==> src/rtl/swss_pkg.sv <==
package swss_pkg;

  // window geometry
  localparam int WINDOW_DEPTH = 10;
  localparam int PTR_W        = $clog2(WINDOW_DEPTH);
  localparam int CNT_W        = $clog2(WINDOW_DEPTH + 1);

  // sample and accumulator widths
  localparam int TEMP_W   = 16;
  localparam int PRESS_W  = 17;
  localparam int SUM_W    = TEMP_W + CNT_W;
  localparam int ALU_W    = SUM_W + 1;
  localparam int IT_W     = $clog2(SUM_W + 1);
  localparam int COUNT_OW = 4;

  // stream payload widths
  localparam int IN_DATA_W  = 40;
  localparam int OUT_DATA_W = 56;

  // pressure trend codes
  typedef enum logic [1:0] {
    TREND_NONE    = 2'd0,
    TREND_RISING  = 2'd1,
    TREND_FALLING = 2'd2,
    TREND_STEADY  = 2'd3
  } trend_e;

endpackage

==> src/rtl/swss_ram.sv <==
module swss_ram #(
  parameter int WIDTH = 16,
  parameter int DEPTH = 16
) (
  input  logic                     clk_i,
  input  logic                     we_i,
  input  logic [$clog2(DEPTH)-1:0] waddr_i,
  input  logic [WIDTH-1:0]         wdata_i,
  input  logic [$clog2(DEPTH)-1:0] raddr_i,
  output logic [WIDTH-1:0]         rdata_o
);

  logic [WIDTH-1:0] mem_q [DEPTH];
  logic [WIDTH-1:0] rdata_q;

  // single write port, registered read port
  always_ff @(posedge clk_i) begin
    if (we_i) begin
      mem_q[waddr_i] <= wdata_i;
    end
    rdata_q <= mem_q[raddr_i];
  end

  assign rdata_o = rdata_q;

endmodule

==> src/rtl/sliding_window_sensor_stats_core.sv <==
// Sliding window temperature statistics with a pressure trend.
// Input stream (s_axis_*): one weather sample per request, temperature and
// pressure in hundredths of a unit. Output stream (m_axis_*): one result per
// sample with max, min and mean temperature over the last WINDOW_DEPTH
// samples, the pressure trend against the previous sample and the count of
// samples held in the window.
// One sample at a time: s_axis_tready is high only while the sequencer is
// idle. After a request is taken the sequencer walks the held entries through
// the window RAM (one read per entry, then the registered read data, then a
// check that the walk is done), forms the absolute sum, runs a restoring
// divide one quotient bit a cycle and fixes the sign, all on one shared
// add/subtract unit. The result then goes to the output register and the
// sequencer returns to idle, ready to take the next sample.
// The output register holds a result until m_axis_tready takes it; the next
// sample may be accepted meanwhile, and its result waits in the sequencer
// until the output register is free.
// Reset clears the fill count, the write pointer, the previous pressure and
// the output valid; window RAM contents need no reset.
module sliding_window_sensor_stats_core
  import swss_pkg::*;
(
  input  logic                  clk_i,
  input  logic                  rst_ni,
  input  logic                  s_axis_tvalid,
  output logic                  s_axis_tready,
  // [15:0] temperature, [32:16] pressure, [39:33] zero
  input  logic [IN_DATA_W-1:0]  s_axis_tdata,
  output logic                  m_axis_tvalid,
  input  logic                  m_axis_tready,
  // [15:0] temp_max, [31:16] temp_min, [47:32] temp_mean,
  // [49:48] pressure_trend, [53:50] sample_count, [55:54] zero
  output logic [OUT_DATA_W-1:0] m_axis_tdata
);

  typedef enum logic [5:0] {
    ST_IDLE = 6'b000001,
    ST_READ = 6'b000010,
    ST_ABS  = 6'b000100,
    ST_DIV  = 6'b001000,
    ST_NEG  = 6'b010000,
    ST_OUT  = 6'b100000
  } state_e;

  state_e state_q, state_d;

  logic [CNT_W-1:0]   fill_q, fill_d;
  logic [PTR_W-1:0]   wr_ptr_q, wr_ptr_d;
  logic [PRESS_W-1:0] last_press_q, last_press_d;
  trend_e             trend_q, trend_d;
  logic [CNT_W-1:0]   rd_idx_q, rd_idx_d;
  logic               rd_vld_q, rd_vld_d;
  logic [SUM_W-1:0]   sum_q, sum_d;
  logic [TEMP_W-1:0]  max_q, max_d;
  logic [TEMP_W-1:0]  min_q, min_d;
  logic               neg_q, neg_d;
  logic [SUM_W-1:0]   quot_q, quot_d;
  logic [CNT_W:0]     rem_q, rem_d;
  logic [IT_W-1:0]    it_q, it_d;
  logic [TEMP_W-1:0]  mean_q, mean_d;

  logic                  out_vld_q, out_vld_d;
  logic [OUT_DATA_W-1:0] out_data_q, out_data_d;

  logic                  in_fire;
  logic [TEMP_W-1:0]     in_temp;
  logic [PRESS_W-1:0]    in_press;
  logic [TEMP_W-1:0]     rd_data;

  // shared add/subtract unit
  logic [ALU_W-1:0] alu_a, alu_b, alu_res;
  logic             alu_sub;

  logic [CNT_W:0]          rem_sh;
  logic                    div_ge;
  logic [CNT_W+COUNT_OW-1:0] count_ext;

  assign in_temp  = s_axis_tdata[TEMP_W-1:0];
  assign in_press = s_axis_tdata[TEMP_W+PRESS_W-1:TEMP_W];

  assign s_axis_tready = (state_q == ST_IDLE);
  assign in_fire       = s_axis_tvalid && s_axis_tready;

  // window storage
  swss_ram #(
    .WIDTH(TEMP_W),
    .DEPTH(WINDOW_DEPTH)
  ) u_window (
    .clk_i  (clk_i),
    .we_i   (in_fire),
    .waddr_i(wr_ptr_q),
    .wdata_i(in_temp),
    .raddr_i(rd_idx_q[PTR_W-1:0]),
    .rdata_o(rd_data)
  );

  // divide step operands
  assign rem_sh = {rem_q[CNT_W-1:0], quot_q[SUM_W-1]};
  assign div_ge = ~alu_res[ALU_W-1];

  // operand selection for the shared unit
  always_comb begin
    alu_a   = '0;
    alu_b   = '0;
    alu_sub = 1'b0;
    case (state_q)
      ST_READ: begin
        alu_a = {sum_q[SUM_W-1], sum_q};
        alu_b = {{(ALU_W-TEMP_W){rd_data[TEMP_W-1]}}, rd_data};
      end
      ST_ABS: begin
        alu_b   = {sum_q[SUM_W-1], sum_q};
        alu_sub = 1'b1;
      end
      ST_DIV: begin
        alu_a   = {{(ALU_W-CNT_W-1){1'b0}}, rem_sh};
        alu_b   = {{(ALU_W-CNT_W){1'b0}}, fill_q};
        alu_sub = 1'b1;
      end
      ST_NEG: begin
        alu_b   = {1'b0, quot_q};
        alu_sub = 1'b1;
      end
      default: begin
        alu_sub = 1'b0;
      end
    endcase
  end

  assign alu_res = alu_a + (alu_sub ? ~alu_b : alu_b) + {{(ALU_W-1){1'b0}}, alu_sub};

  assign count_ext = {{COUNT_OW{1'b0}}, fill_q};

  // sequencer
  always_comb begin
    state_d      = state_q;
    fill_d       = fill_q;
    wr_ptr_d     = wr_ptr_q;
    last_press_d = last_press_q;
    trend_d      = trend_q;
    rd_idx_d     = rd_idx_q;
    rd_vld_d     = 1'b0;
    sum_d        = sum_q;
    max_d        = max_q;
    min_d        = min_q;
    neg_d        = neg_q;
    quot_d       = quot_q;
    rem_d        = rem_q;
    it_d         = it_q;
    mean_d       = mean_q;
    out_vld_d    = out_vld_q;
    out_data_d   = out_data_q;

    // output register drains independently of the sequencer
    if (out_vld_q && m_axis_tready) begin
      out_vld_d = 1'b0;
    end

    case (state_q)
      ST_IDLE: begin
        if (in_fire) begin
          // insert sample, saturate the fill count
          if (fill_q != CNT_W'(WINDOW_DEPTH)) begin
            fill_d = fill_q + CNT_W'(1);
          end
          if (wr_ptr_q == PTR_W'(WINDOW_DEPTH - 1)) begin
            wr_ptr_d = '0;
          end else begin
            wr_ptr_d = wr_ptr_q + PTR_W'(1);
          end
          // trend against the previous pressure
          if (fill_q == '0) begin
            trend_d = TREND_NONE;
          end else if (last_press_q < in_press) begin
            trend_d = TREND_RISING;
          end else if (last_press_q > in_press) begin
            trend_d = TREND_FALLING;
          end else begin
            trend_d = TREND_STEADY;
          end
          last_press_d = in_press;
          rd_idx_d     = '0;
          sum_d        = '0;
          max_d        = {1'b1, {(TEMP_W-1){1'b0}}};
          min_d        = {1'b0, {(TEMP_W-1){1'b1}}};
          state_d      = ST_READ;
        end
      end
      ST_READ: begin
        // issue reads of every held entry, order does not matter
        if (rd_idx_q < fill_q) begin
          rd_idx_d = rd_idx_q + CNT_W'(1);
          rd_vld_d = 1'b1;
        end
        if (rd_vld_q) begin
          sum_d = alu_res[SUM_W-1:0];
          if ($signed(rd_data) > $signed(max_q)) begin
            max_d = rd_data;
          end
          if ($signed(rd_data) < $signed(min_q)) begin
            min_d = rd_data;
          end
        end else if (rd_idx_q == fill_q) begin
          state_d = ST_ABS;
        end
      end
      ST_ABS: begin
        neg_d   = sum_q[SUM_W-1];
        quot_d  = sum_q[SUM_W-1] ? alu_res[SUM_W-1:0] : sum_q;
        rem_d   = '0;
        it_d    = '0;
        state_d = ST_DIV;
      end
      ST_DIV: begin
        // restoring divide, one quotient bit per cycle
        rem_d  = div_ge ? alu_res[CNT_W:0] : rem_sh;
        quot_d = {quot_q[SUM_W-2:0], div_ge};
        it_d   = it_q + IT_W'(1);
        if (it_q == IT_W'(SUM_W - 1)) begin
          state_d = ST_NEG;
        end
      end
      ST_NEG: begin
        mean_d  = neg_q ? alu_res[TEMP_W-1:0] : quot_q[TEMP_W-1:0];
        state_d = ST_OUT;
      end
      ST_OUT: begin
        // wait for a free output register
        if (!out_vld_q || m_axis_tready) begin
          out_vld_d  = 1'b1;
          out_data_d = {2'b00, count_ext[COUNT_OW-1:0], trend_q, mean_q, min_q, max_q};
          state_d    = ST_IDLE;
        end
      end
      default: begin
        state_d = ST_IDLE;
      end
    endcase
  end

  // control registers
  always_ff @(posedge clk_i or negedge rst_ni) begin
    if (!rst_ni) begin
      state_q      <= ST_IDLE;
      fill_q       <= '0;
      wr_ptr_q     <= '0;
      last_press_q <= '0;
      rd_vld_q     <= 1'b0;
      out_vld_q    <= 1'b0;
    end else begin
      state_q      <= state_d;
      fill_q       <= fill_d;
      wr_ptr_q     <= wr_ptr_d;
      last_press_q <= last_press_d;
      rd_vld_q     <= rd_vld_d;
      out_vld_q    <= out_vld_d;
    end
  end

  // datapath registers
  always_ff @(posedge clk_i) begin
    trend_q    <= trend_d;
    rd_idx_q   <= rd_idx_d;
    sum_q      <= sum_d;
    max_q      <= max_d;
    min_q      <= min_d;
    neg_q      <= neg_d;
    quot_q     <= quot_d;
    rem_q      <= rem_d;
    it_q       <= it_d;
    mean_q     <= mean_d;
    out_data_q <= out_data_d;
  end

  assign m_axis_tvalid = out_vld_q;
  assign m_axis_tdata  = out_data_q;

endmodule

==> config.mk <==
export PLATFORM = sky130hd
export DESIGN_NAME = sliding_window_sensor_stats_core
export DESIGN_NICKNAME = d
export VERILOG_FILES = /design/src/rtl/swss_pkg.sv /design/src/rtl/swss_ram.sv /design/src/rtl/sliding_window_sensor_stats_core.sv
export SDC_FILE = /design/constraint.sdc
export NUM_CORES = 1
export LEC_CHECK = 0
export BUFFER_PORTS_ARGS = -buffer_cell sky130_fd_sc_hd__buf_2
export CAP_MARGIN = 20
export CORE_MARGIN = 5
export CORE_UTILIZATION = 50
export DETAILED_ROUTE_END_ITERATION = 12
export GPL_TIMING_DRIVEN = 0
export PLACE_DENSITY = 0.77
export SYNTH_ARGS = -nofsm -noshare
export SYNTH_HDL_FRONTEND = slang
export SYNTH_HIERARCHICAL = 1
export SYNTH_SLANG_ARGS = --single-unit
==> constraint.sdc <==
create_clock -name clk_i -period 4.63 [get_ports clk_i]
set_clock_uncertainty 0.2 [all_clocks]
set_input_delay 0.463 -clock clk_i [delete_from_list [all_inputs] [get_ports clk_i]]
set_output_delay 0.463 -clock clk_i [all_outputs]
set_load 0.005 [all_outputs]
==> qor.txt <==
Placement Rows - 67
Element type at the critical path end - register
Post-synthesis sequential area ratio - 62.9%
Final Util - 58.8%
Worst supply voltage drop on vdd - 0.000393 V
Library cell contributing the largest single delay on the critical path - sky130_fd_sc_hd__fa_1
Clock tree from TritonCTS - built
Count of H-tree levels built during CTS - 2
Internal Power - 0.00746 W
Die extent in y - 194 um
Area share of the largest cell type after synthesis - 56.1%
Antenna viol nets, final - 0
Total negative slack - 0 ns
Top post-synthesis cells by area - sky130_fd_sc_hd__edfxtp_1, sky130_fd_sc_hd__ha_1, sky130_fd_sc_hd__dfrtp_1
Maximum operating frequency - 222 MHz
Worst hold-check path type - in -> reg
Switching portion of total power - 35.2%
Layout area overhead - 15.8%
CTS buffer count - 39
Core region area - 33500 um^2
Area leader, netlist - sky130_fd_sc_hd__edfxtp_1
Die footprint - 37800 um^2
Clock latency reported for the late side of the worst-skew pair - 0.53 ns
Largest delay contributor family on the critical path - compound AO/OA/AOI/OAI gates
Starting DRC count in detailed routing - 1116
Data required, critical path - 4.68 ns
Top_reg_cell synth - sky130_fd_sc_hd__edfxtp_1
Highest metal layer with signal wires - met5
Chip Width - 194 um
Power Dens Cells - 585 nW/um^2
Starting density of the core - 50.7%
Global-route wire length before repair - 64.1 mm
Initial antenna violation count - 3
Final Max Slew Viols - 0
Yosys warns - 6
Area of all placed cells without fillers - 19700 um^2
Routed met3 length - 3.42 mm
Count of cell types in the netlist - 72
Remaining global-route overflow - 0
Standby leakage power - 7.83 nW
Buffer and inverter count on the worst path - 2
Met1 Routed Length - 16.5 mm
Count of TritonRoute iterations in the first routing pass - 5
Run status - finished, final reports clean
CTS clk-pin slew, worst paths - 0.06 ns
CP Launch Type - register
Leading post-synthesis cells by instance count - sky130_fd_sc_hd__edfxtp_1, sky130_fd_sc_hd__nand2_1, sky130_fd_sc_hd__ha_1, sky130_fd_sc_hd__inv_1, sky130_fd_sc_hd__nor2_1
Area of the mapped netlist - 17000 um^2
Hold violation total from the final report - 0
Vias in the first global route - 11400
Part of the total power dissipated in combinational logic - 32.7%
Combined global-route utilization of all metal layers - 21.3%
Slew margin rel. - 30.0%
Mean area per synthesized cell - 13.2 um^2
Category of the most critical setup path - reg -> reg
DRC violation count after routing - 0
Boundary Pins - 102
Arrival time of data at the critical path endpoint - 4.55 ns
Average wire per standard cell - 21.4 um
Net Sw Power - 0.00406 W
Crit path cell chain - buf_2, nor4_4, and2_4, clkbuf_4, a222oi_1, a21o_1, fa_1, a211oi_2, o21bai_1, nand3_1, a41oi_2, o41ai_4, xnor2_2, nand3_1, o31ai_2
Largest net degree at the start of global routing - 47
Total via count in the routed design - 11300
I/O Buffers - 92
Placer's final routability congestion estimate - 0.955
HPWL after DPL - 28.9 mm
Sequential power share - 41.1%
Total number of clock tree sinks - 367
Met2 wirelength from detailed routing - 19.6 mm
CP Max Fanout - 10
Post-synthesis async set-or-reset flop share - 8.99%
EDFF count, synth - 318
Final nets - 1561
Max-cap violation count - 0
Worst Max-Slew Pin Slew - 1.05 ns
Worst slack after detailed placement - -0.769 ns
Placement Cell Area - 18300 um^2
Ratio of cells with drive above 1 in the final layout - 20.1%
Fin crit period - 4.50 ns
Cell count after synthesis - 1290
Clk Tree Root Cell - sky130_fd_sc_hd__clkbuf_16
Most used cell, CP - sky130_fd_sc_hd__nand3_1
Worst path setup slack after routing - 0.132 ns
Clk network pwr share - 26.3%
FF+latch count, synth - 367
Buffer depth of the longest clock path - 3
Top-count cell post-synth - sky130_fd_sc_hd__edfxtp_1
Fraction of the cycle the final worst path needs - 97.2%
Post-detailed-routing wire length - 41.1 mm
Delay contributed by the slowest stage of the critical path - 0.48 ns
Via count normalized by instance count - 5.92
Final setup violating endpoints - 0
[kinds of logic after synthesis]
group                    synth area share, %
AO/OA/AOI/OAI                           10.9
XOR/XNOR                                1.34
adder cells (fa/ha/maj)                 5.71
buffers and inverters                   3.40
flip-flops                              62.9
multiplexers                            6.35
other                                 0.0220
AND/OR/NAND/NOR                         9.43
[repair_timing]
action                                  CTS  global route
pin swaps                                 1             2
hold endpoints to repair                 34             0
buffers inserted                          0             1
gates resized for setup                  19            21
hold buffers                              3             0
endpoints found under the setup margin   33            18
gates cloned                              1             0
[per-layer routing]
layer / GRT usage [%] / up-vias
li1: - / 5167
met3: 4.52 / 113
met4: 7.76 / 6
met1: 27.9 / 5543
met2: 35.3 / 516
met5: 0 / -
[layout by cell type (no fill, tap or decap), drive strengths merged, types with 9 or more instances in the layout]
master	synthesis	layout
nor3	16	16
a211oi	10	10
buf	18	128
inv	76	79
a221oi	9	9
clkinv	0	19
clkbuf	41	79
dfrtp	32	32
dfxtp	16	16
nand2b	12	12
mux2	55	55
edfxtp	318	318
and3	38	38
nand3	23	23
nor2b	11	11
ha	76	76
a21oi	32	32
a22o	20	20
o22ai	19	19
nand2	90	90
xnor2	16	17
nor2	72	72
xor2	10	10
o31ai	21	21
mux2i	46	46
or3	18	18
o21ai	68	68
a21o	28	28
[through the flow]
| step | total power [W] | cells | hold slack, ns |
|---|---|---|---|
| after floorplan | 0.00713 | 1291 | -0.0326 |
| after global placement | 0.00818 | 1831 | 0.200 |
| after detailed placement | 0.00837 | 1846 | 0.205 |
| after CTS | 0.0115 | 1919 | 0.0125 |
| after global routing | 0.0121 | 1917 | 0.0280 |
| final | 0.0115 | 1918 | 0.0195 |
[power by group through the flow]
stage / Sequential [W] / Combinational (W) / Clock [W]
after floorplan: 0.00456 / 0.00258 / 0
after global placement: 0.00475 / 0.00344 / 0
after detailed placement: 0.00477 / 0.00361 / 0
after CTS: 0.00471 / 0.00368 / 0.00307
after global routing: 0.00478 / 0.00411 / 0.00323
final: 0.00473 / 0.00376 / 0.00303
[worst paths after layout]
path | endpoint | startpoint | cells after the start | slack, ns
max | rem_q[3] | state_q[4] | 15 | 0.13
min | last_press_q[2] | s_axis_tdata[18] | 3 | 0.02
max reg2reg | rem_q[3] | state_q[4] | 15 | 0.13
min reg2reg | m_axis_tdata[48] | trend_q[0] | 0 | 0.22
max in group asynchronous | state_q[5] | rst_ni | 2 | 3.39
min in group asynchronous | last_press_q[6] | rst_ni | 2 | 0.35
[worst min-delay path: stages]
cell	delay, ns
sky130_fd_sc_hd__buf_2	0.10
sky130_fd_sc_hd__inv_1	0.06
sky130_fd_sc_hd__o21ai_0	0.08
[final cells by class]
cell class,count,area [um^2]
Fill cell,2582,13800
Sequential cell,367,10700
Multi-Input combinational cell,790,5890
Clock buffer,44,1020
Timing Repair Buffer,111,722
Tap cell,448,561
Buffer,55,299
Inverter,76,285
Clock inverter,26,228
Antenna cell,1,2.50
[registers in the layout (all words and copies together), names as in the netlist, 2 cells and up]
name / flops
quot_q: 20
last_press_q: 17
it_q: 5
state_q: 6
mean_q: 16
rd_idx_q: 4
u_window/rdata_o: 16
min_q: 16
trend_q: 2
sum_q: 20
wr_ptr_q: 4
rem_q: 4
m_axis_tdata: 54
fill_q: 4
max_q: 16
u_window/mem_q: 160
Note: power is estimated with default switching activity, not from simulation.
